===== config.mk =====
export PLATFORM = sky130hd
export DESIGN_NAME = pkht_ctl
export DESIGN_NICKNAME = d
export VERILOG_FILES = /design/src/hdl/pkht_pkg.sv /design/src/hdl/pkht_ctl.sv
export SDC_FILE = /design/constraint.sdc
export NUM_CORES = 1
export LEC_CHECK = 0
export CORE_AREA = 2 2 39 41
export DETAILED_ROUTE_END_ITERATION = 16
export DIE_AREA = 0 0 41 43
export DONT_BUFFER_PORTS = 1
export PLACE_DENSITY = 0.51
export SLEW_MARGIN = 20
export SYNTH_ARGS = -nofsm -noshare
export SYNTH_HDL_FRONTEND = slang
export SYNTH_SLANG_ARGS = --single-unit

===== constraint.sdc =====
create_clock -name clk_i -period 1.4 [get_ports clk_i]
set_clock_uncertainty 0.2 [all_clocks]
set_input_delay 0.14 -clock clk_i [delete_from_list [all_inputs] [get_ports clk_i]]
set_output_delay 0.14 -clock clk_i [all_outputs]
set_load 0.02 [all_outputs]

===== src/hdl/pkht_pkg.sv =====
// Shared types and constants for the pair-key hash table.
package pkht_pkg;

  localparam int KEY_W   = 64;
  localparam int FIELD_W = 24;
  localparam int CFG_W   = 4;

  // Key mixer and capacity constants
  localparam logic [63:0]      MIX_MULT     = 64'hff51afd7ed558ccd;
  localparam int               MIX_SHIFT    = 33;
  localparam logic [CFG_W-1:0] MIN_CAP_LOG2 = 4'd4;
  localparam logic [CFG_W-1:0] CAP_LOG2_RST = 4'd10;

  typedef enum logic {
    OP_LOOKUP = 1'b0,
    OP_INSERT = 1'b1
  } op_e;

  typedef enum logic [1:0] {
    ST_OK   = 2'd0,
    ST_DUP  = 2'd1,
    ST_MISS = 2'd2,
    ST_FULL = 2'd3
  } status_e;

  // Steps of the shared 32x32 multiplier
  typedef enum logic [2:0] {
    MUL_IDLE,
    MUL_LL,
    MUL_LH,
    MUL_HL,
    MUL_END
  } mul_step_e;

  typedef enum logic [3:0] {
    S_CLEAR,
    S_IDLE,
    S_MUL_LL,
    S_MUL_LH,
    S_MUL_HL,
    S_MUL_END,
    S_HOME,
    S_READ,
    S_CHECK
  } ctl_state_e;

  // Controller to datapath
  typedef struct packed {
    logic      load_item;
    mul_step_e mul_step;
    logic      set_home;
    logic      rd_en;
    logic      advance;
    logic      clr_wr;
    logic      ins_wr;
    logic      out_load;
    logic      out_found;
    status_e   out_status;
  } dp_cmd_t;

  // Datapath to controller
  typedef struct packed {
    logic is_insert;
    logic slot_valid;
    logic key_match;
    logic probe_last;
    logic clr_last;
    logic out_free;
  } dp_sts_t;

endpackage


===== src/hdl/pkht_ctl.sv =====
// Sequencing state machine for hashing, probing and clearing the table.
module pkht_ctl (
  input  logic             clk_i,
  input  logic             rst_ni,
  input  logic             in_valid_i,
  output logic             in_stall_o,
  input  pkht_pkg::dp_sts_t sts_i,
  output pkht_pkg::dp_cmd_t cmd_o
);
  import pkht_pkg::*;

  ctl_state_e state_q, state_d;

  // State register
  always_ff @(posedge clk_i or negedge rst_ni) begin
    if (!rst_ni) begin
      state_q <= S_CLEAR;
    end else begin
      state_q <= state_d;
    end
  end

  // Next state and commands
  always_comb begin
    state_d            = state_q;
    cmd_o              = '0;
    cmd_o.mul_step     = MUL_IDLE;
    cmd_o.out_status   = ST_OK;
    in_stall_o         = 1'b1;
    case (state_q)
      S_CLEAR: begin
        cmd_o.clr_wr = 1'b1;
        if (sts_i.clr_last) begin
          state_d = S_IDLE;
        end
      end
      S_IDLE: begin
        in_stall_o = 1'b0;
        if (in_valid_i) begin
          cmd_o.load_item = 1'b1;
          state_d         = S_MUL_LL;
        end
      end
      S_MUL_LL: begin
        cmd_o.mul_step = MUL_LL;
        state_d        = S_MUL_LH;
      end
      S_MUL_LH: begin
        cmd_o.mul_step = MUL_LH;
        state_d        = S_MUL_HL;
      end
      S_MUL_HL: begin
        cmd_o.mul_step = MUL_HL;
        state_d        = S_MUL_END;
      end
      S_MUL_END: begin
        cmd_o.mul_step = MUL_END;
        state_d        = S_HOME;
      end
      S_HOME: begin
        cmd_o.set_home = 1'b1;
        state_d        = S_READ;
      end
      S_READ: begin
        cmd_o.rd_en = 1'b1;
        state_d     = S_CHECK;
      end
      S_CHECK: begin
        // finishing waits until the output register can take the word
        if (!sts_i.slot_valid) begin
          if (sts_i.out_free) begin
            cmd_o.ins_wr     = sts_i.is_insert;
            cmd_o.out_load   = 1'b1;
            cmd_o.out_status = sts_i.is_insert ? ST_OK : ST_MISS;
            state_d          = S_IDLE;
          end
        end else if (sts_i.key_match) begin
          if (sts_i.out_free) begin
            cmd_o.out_load   = 1'b1;
            cmd_o.out_found  = !sts_i.is_insert;
            cmd_o.out_status = sts_i.is_insert ? ST_DUP : ST_OK;
            state_d          = S_IDLE;
          end
        end else if (sts_i.probe_last) begin
          if (sts_i.out_free) begin
            cmd_o.out_load   = 1'b1;
            cmd_o.out_status = ST_FULL;
            state_d          = S_IDLE;
          end
        end else begin
          cmd_o.advance = 1'b1;
          state_d       = S_READ;
        end
      end
      default: begin
        state_d = S_CLEAR;
      end
    endcase
  end

endmodule


Yosys cells after proc, flatten, opt, wreduce, memory -nomap -nowiden
Cells that the tools add are included.
- flip-flop bits (word level): 4
- input bits: 9
- output and inout port bits: 14
- word-level logic and storage cells: 49
- eq/ne operators: 10
- mux-type cells: 35
- reduce and logical (&&, ||, !) cells: 3
- operators with widths (operator ; count):
    $pmux 4 s9 ; 1
    $mux 4 ; 7
    $mux 1 ; 18
    $eq 4x3->1 const B ; 4
    $mux 2 ; 7
    $pmux 3 s4 ; 1
    $eq 4x2->1 const B ; 2
    $mux 5 ; 1
    $eq 4x1->1 const B ; 1
    $eq 4x4->1 const B ; 1
    $logic_not 4->1 ; 1
    $ne 2x2->1 const B ; 2
    $reduce_and 2->1 ; 1
    $logic_not 1->1 ; 1

Depth between registers and ports, before layout
Gate-level depths: netlist of the first run.
- depth in word-level cells: 5
- gate-level depth with buffers: 4
- mapped depth without buffers: 3

Worst setup path before layout of the first run
No wires, ideal clock.
- path type: register -> output
- from: reg state_q[3]
- to: out cmd_o[12] (netlist name)
- arrival: 1321 ps
- data required time: 1060 ps
- path slack: -261 ps
- cell stages (with the launch flop): 5
- path buffers: 1
- cell sequence: dfrtp_1 -> buf_4 -> nand2b_4 -> or3_4 -> nor2_1
- RTL lines (element ; RTL line ; RTL):
    start: declaration ; pkht_ctl.sv:12 ; ctl_state_e state_q, state_d;
    start signal: assignment ; pkht_ctl.sv:19 ; state_q <= state_d;
    end: declaration ; pkht_ctl.sv:8 ; output pkht_pkg::dp_cmd_t cmd_o

==> qor.txt, run 1 <==
Synth Area in Adders -> 0%
Metal-1 WL -> 475 µm
DR vias -> 469
CTS tree -> yes
Fillers -> 124
Post-synth top area cell -> dfrtp_1
Post-synth EDFFs -> 0
Grt ovf -> 0
Regs by FF count -> state_q (4)
Rel. slew slack -> 78.2%
Area Overhead vs Synth -> 86.8%
Max rail drop VDD -> 0.915 mV
FF+latch count, synth -> 4
Core area -> 1380 µm²
First-pass GRT wire length -> 1930 µm
Max reg flops -> 4
DR WL met3 -> 95 µm
Initial antenna violation count -> 0
Vias in the first global route -> 452
Later-pin clock latency in the skew report -> 240 ps
Slowest cell on crit path -> dfrtp_1
Failing checks -> negative setup slack
Worst path arrival time -> 1490 ps
Die X -> 41 µm
Die area -> 1760 µm²
FMAX -> 0.546 GHz
Mux contribution to synthesized area -> 0%
# setup viols final -> 18
Synth Area per Inst -> 8.56 µm²
Yosys warns -> 0
CTS clk-pin slew, worst paths -> 40 ps
Area of the multi-input gates -> 387 µm²
Most frequent cells in the layout -> buf_4, buf_6, dlygate4sd3_1, nor2_1
Tcrit/Tclk final -> 131%
Simple-gate share of the synthesized area -> 48.2%
Final Critical Period -> 1830 ps
Mapped Nets -> 59
Cts bufs inserted -> 3
Ys flop type -> dfrtp_1
Sequential cell area -> 101 µm²
DRT iter0 DRCs -> 3
Initial Utilization -> 30.9%
Average vias per placed instance -> 5.10
Worst-margin pin slew -> 326 ps
Leakage power -> 0.326 nW
Complex-gate fraction of the synthesized area -> 17.0%
Top reg by flops -> state_q
Critical Path, Cell by Cell -> nor4b_4 -> nand2_1 -> a211oi_4
Row count -> 14
Synth top area cells -> dfrtp_1, nor3b_2, nor4b_4, nor2_1, nand2b_4
Layout Utilization -> 57.8%
Share of the synthesized area in the top cell type -> 23.4%
Mapped Cells -> 50
Metal2 WL -> 623 µm
Net count, final -> 86
ANT nets after route -> 0
Setup WS pre-CTS -> -191 ps
Synth unique cells -> 31
Routability congestion estimate -> 0.741
Slowest stage delay, CP -> 400 ps
Async SR Flop Fraction -> 100%
Drt wl/cell -> 13.1 µm
Sequential fraction of the synthesis area -> 23.4%
DR pass1 iterations -> 4
H-tree depth -> 1
WP data required -> 1060 ps
Commonest non-fill, non-tap cell in the layout -> buf_4
DP HPWL -> 870 µm
Post-route setup TNS -> -5560 ps
ANT cells -> 0
Clock Path Buffers -> 2
WL final -> 1210 µm
Pwr per Cell Area -> 2200 nW/µm²
Outcome -> finished with violations
Drt drc -> 0
Startpoint Class -> flop
Clk sinks -> 4
Die Y -> 43 µm
Largest net degree at the start of global routing -> 10
Final worst setup slack -> -433 ps
GRT Resource Usage Total -> 16.0%
Layout cells sized above 1 -> 61.8%
Final Hold Fails -> 0
Critical Path Fanout Max -> 5
Critical path type -> reg2out
Worst min path class -> in2reg
CP endpoint kind -> output port
IO Pins -> 23
Root Buffer -> clkbuf_4
Count of final max-slew check failures -> 0
# port buffers -> 0
Max Used Layer -> met4
Largest family of logic cells by synthesized area -> simple AND/OR/NAND/NOR gates
Hold slack -> 51.2 ps
XOR/XNOR Fraction of Synth Area -> 2.05%
Post-Syn Area -> 428 µm²
Max Cap Violations -> 0
RSZ-0062 raised after global routing -> true
-- metrics by stage --
| step | power, mW | cells | cell area [µm²] |
|---|---|---|---|
| 2_1_floorplan | 0.953 | 50 | 495 |
| 4_1_cts | 1.54 | 88 | 731 |
| 3_3_place_gp | 1.24 | 78 | 609 |
| 3_5_place_dp | 1.25 | 78 | 609 |
| 6_report | 1.76 | 92 | 800 |
| 5_1_grt | 1.88 | 92 | 800 |
-- cell type report --
type	count	share of cell area (%)
inverters	3	1.41
flip-flops and latches	4	12.7
well taps	16	2.50
multi-input cells	39	48.4
clock buffers	4	3.29
repair buffers	26	31.8
-- synthesized netlist by cell type, types with 2 or more instances --
master,n
a21oi_1,2
and3_1,2
dfrtp_1,4
nor2_1,6
nand2_1,2
inv_1,3
nor4_1,2
or3_1,2
o21ai_0,2
nor2b_1,2
nor3b_2,2
buf_2,2
-- worst max-delay path: cells and delay by family, from the launching register on --
kind            cells  cell delay (ps)
compound gates      1              290
flops               1              400
simple gates        2              570
-- final timing paths --
check | from | end | slack, ps | depth (start not counted)
worst min-delay path | in_valid_i | state_q[1]$_DFFE_PN0P_ | 50 | 3
worst max-delay path | state_q[1]$_DFFE_PN0P_ | cmd_o[1] | -430 | 3
min in group asynchronous | rst_ni | state_q[1]$_DFFE_PN0P_ | 520 | 2
max in group asynchronous | rst_ni | state_q[0]$_DFFE_PN0P_ | 290 | 2
worst min register to register | state_q[0]$_DFFE_PN0P_ | state_q[0]$_DFFE_PN0P_ | 590 | 4
worst max register to register | state_q[0]$_DFFE_PN0P_ | state_q[0]$_DFFE_PN0P_ | -230 | 6
-- report_power, final --
part / internal [mW] / switching (mW)
Clock: 0.107 / 0.0522
Sequential: 0.175 / 0.0578
Combinational: 0.717 / 0.652
Total: 0.999 / 0.762
-- logic make-up after synthesis --
group           Yosys count
xor+xnor                  1
simple gates             28
compound gates           10
buf+inv                   7
flops                     4
-- per-layer routing --
metal  vias to the layer above  track usage [%]
met5                         -                0
met4                         0             6.00
met3                         2             5.76
met2                        22             24.7
met1                       215             19.4
li1                        230                -
-- what timing repair did --
action,in CTS,in global routing
endpoints found under the hold margin,6,0
hold buffers,5,0
setup buffers,1,4
setup endpoints to repair,17,18
pin swaps,2,6
resized for setup,12,8
(Power assumes the default switching activity.)
==> inputs of run 2 (changes only) <==
==> constraint.sdc (replaced) <==
create_clock -name clk_i -period 1.4 [get_ports clk_i]
set_clock_uncertainty 0.2 [all_clocks]
set_input_delay 0 -clock clk_i [delete_from_list [all_inputs] [get_ports clk_i]]
set_output_delay 0 -clock clk_i [all_outputs]
set_load 0.02 [all_outputs]
==> run 2 against run 1 <==
Compared with the run above: the flow still finishes with violations (negative setup slack); maximum frequency is 3.2% higher; first-iteration DRC count is 100% higher; highest routed layer unchanged; largest cell class is now buffers; setup slack better by 57 ps.
==> qor.txt, run 2 (synthesis gave the netlist of run 1 again) <==
FMAX -> 0.563 GHz (+3.2%)
R2R Path Start -> state_q[3]$_DFFE_PN0P_
Die X -> 41 µm (unchanged)
Critical Path Fanout Max -> 4 (-1)
Critical path type -> reg2out
Max rail drop VDD -> 1.08 mV (+18%)
Max reg flops -> 4 (unchanged)
Worst path arrival time -> 1580 ps (+90 ps)
Largest net degree at the start of global routing -> 9 (-1)
DRT iter0 DRCs -> 6 (+3)
DP HPWL -> 805 µm (-7.5%)
Average vias per placed instance -> 5.03 (-1.4%)
Startpoint Class -> flop
Routability congestion estimate -> 0.713 (-3.8%)
# setup viols final -> 17 (-1)
Total power draw -> 1.98 mW (+12%)
H-tree depth -> 1 (unchanged)
Core area -> 1380 µm² (unchanged)
Layout cells sized above 1 -> 66.7% (+4.8 points)
WL final -> 1900 µm (+57%)
WP data required -> 1200 ps (+140 ps)
Net count, final -> 107 (+24%)
GRT Resource Usage Total -> 21.9% (+5.9 points)
Pwr per Cell Area -> 2010 nW/µm² (-8.9%)
Clk sinks -> 4 (unchanged)
Area Overhead vs Synth -> 130%
Tcrit/Tclk final -> 127% (-4.0 points)
Vias in the first global route -> 542 (+20%)
Final worst setup slack -> -376 ps (+56.6 ps)
Failing checks -> negative setup slack
Cts bufs inserted -> 3 (unchanged)
Max Cap Violations -> 0 (unchanged)
Count of final max-slew check failures -> 0 (unchanged)
Min-Delay Startpoint -> sts_i[2]
Most frequent cells in the layout -> buf_4, buf_6, dlygate4sd3_1, nor2_1
Worst-margin pin slew -> 370 ps (+44.0 ps)
CTS clk-pin slew, worst paths -> 40 ps (about the same)
Die area -> 1760 µm² (unchanged)
Commonest non-fill, non-tap cell in the layout -> buf_4
Setup WS pre-CTS -> -99.6 ps (+91.5 ps)
# port buffers -> 0 (unchanged)
Worst min path class -> in2out
Row count -> 14 (unchanged)
ANT nets after route -> 0 (unchanged)
First-pass GRT wire length -> 2600 µm (+35%)
Final Hold Fails -> 0 (unchanged)
Clock Path Buffers -> 2 (unchanged)
DR vias -> 563 (+20%)
Regs by FF count -> state_q (4)
Initial antenna violation count -> 0 (unchanged)
Root Buffer -> clkbuf_4
Setup crit start -> state_q[0]$_DFFE_PN0P_
Non-filler instance count after layout -> 112 (+22%)
CTS tree -> yes
Grt ovf -> 0 (unchanged)
Dpl cells -> 79 (+1.3%)
Outcome -> finished with violations
Initial Utilization -> 30.9% (unchanged)
Die Y -> 43 µm (unchanged)
Top reg by flops -> state_q
Rel. slew slack -> 75.2% (-2.9 points)
Final Critical Period -> 1780 ps (-56.6 ps)
IO Pins -> 23 (unchanged)
ANT cells -> 0 (unchanged)
Later-pin clock latency in the skew report -> 240 ps (about the same)
Leakage power -> 0.441 nW (+35%)
DR pass1 iterations -> 4 (unchanged)
RSZ-0062 raised after global routing -> true
Drt drc -> 0 (unchanged)
Drt wl/cell -> 16.9 µm (+29%)
CP endpoint kind -> output port
[run 2: power breakdown]
group          internal (mW)  leakage (nW)  switching [mW]
Sequential             0.174        0.0485          0.0692
Clock                 0.0964        0.0138          0.0548
Combinational          0.853         0.379           0.730
[run 2: per-layer routing]
layer / wire, µm / vias up / part of all wire, % / track usage (%)
li1: - / 275 / - / -
met1: 796 / 275 / 42 / 29.1
met2: 1040 / 10 / 55 / 35.3
met3: 39 / 3 / 2.1 / 3.14
met4: 17 / 0 / 0.90 / 6.00
met5: 0 / - / 0 / 0
[run 2: path summary, 6_finish.rpt]
kind / end / slack [ps] / depth (start not counted)
max: cmd_o[1] / -380 / 4
min: cmd_o[0] / 40 / 2
max reg2reg: state_q[2]$_DFFE_PN0P_ / -230 / 5
min reg2reg: state_q[0]$_DFFE_PN0P_ / 610 / 3
max in group asynchronous: state_q[2]$_DFFE_PN0P_ / 420 / 2
min in group asynchronous: state_q[3]$_DFFE_PN0P_ / 370 / 2
[run 2: final cells by class]
type	instances	area, µm²
repair buffers	47	442
fillers	97	398
multi-input cells	39	387
flip-flops and latches	4	101
clock buffers	3	22.5
well taps	16	20.0
inverters	3	13.8
[run 2: worst max-delay path: stages (launching register included)]
cell	delay, ps
dfrtp_1	420
nor4b_4	410
nand2_1	150
a211oi_2	180
buf_4	170
[run 2: repair_timing]
item,in CTS,in global routing
gates resized for setup,19,20
endpoints found under the setup margin,16,18
setup buffers,12,10
hold buffers,9,1
pin swaps,11,15
cloned,0,0
endpoints found under the hold margin,12,1
[run 2: per-stage QoR]
stage / TNS [ps] / cell area (µm²) / util [%] / hold slack, ps
2_1_floorplan: -691 / 458 / - / -496
3_3_place_gp: -263 / 577 / 41.7 / -495
3_5_place_dp: -391 / 577 / 41.7 / -495
4_1_cts: -3090 / 856 / 61.8 / 19.9
5_1_grt: -4610 / 986 / 71.2 / 51.1
6_report: -3920 / 986 / 71.2 / 42.7
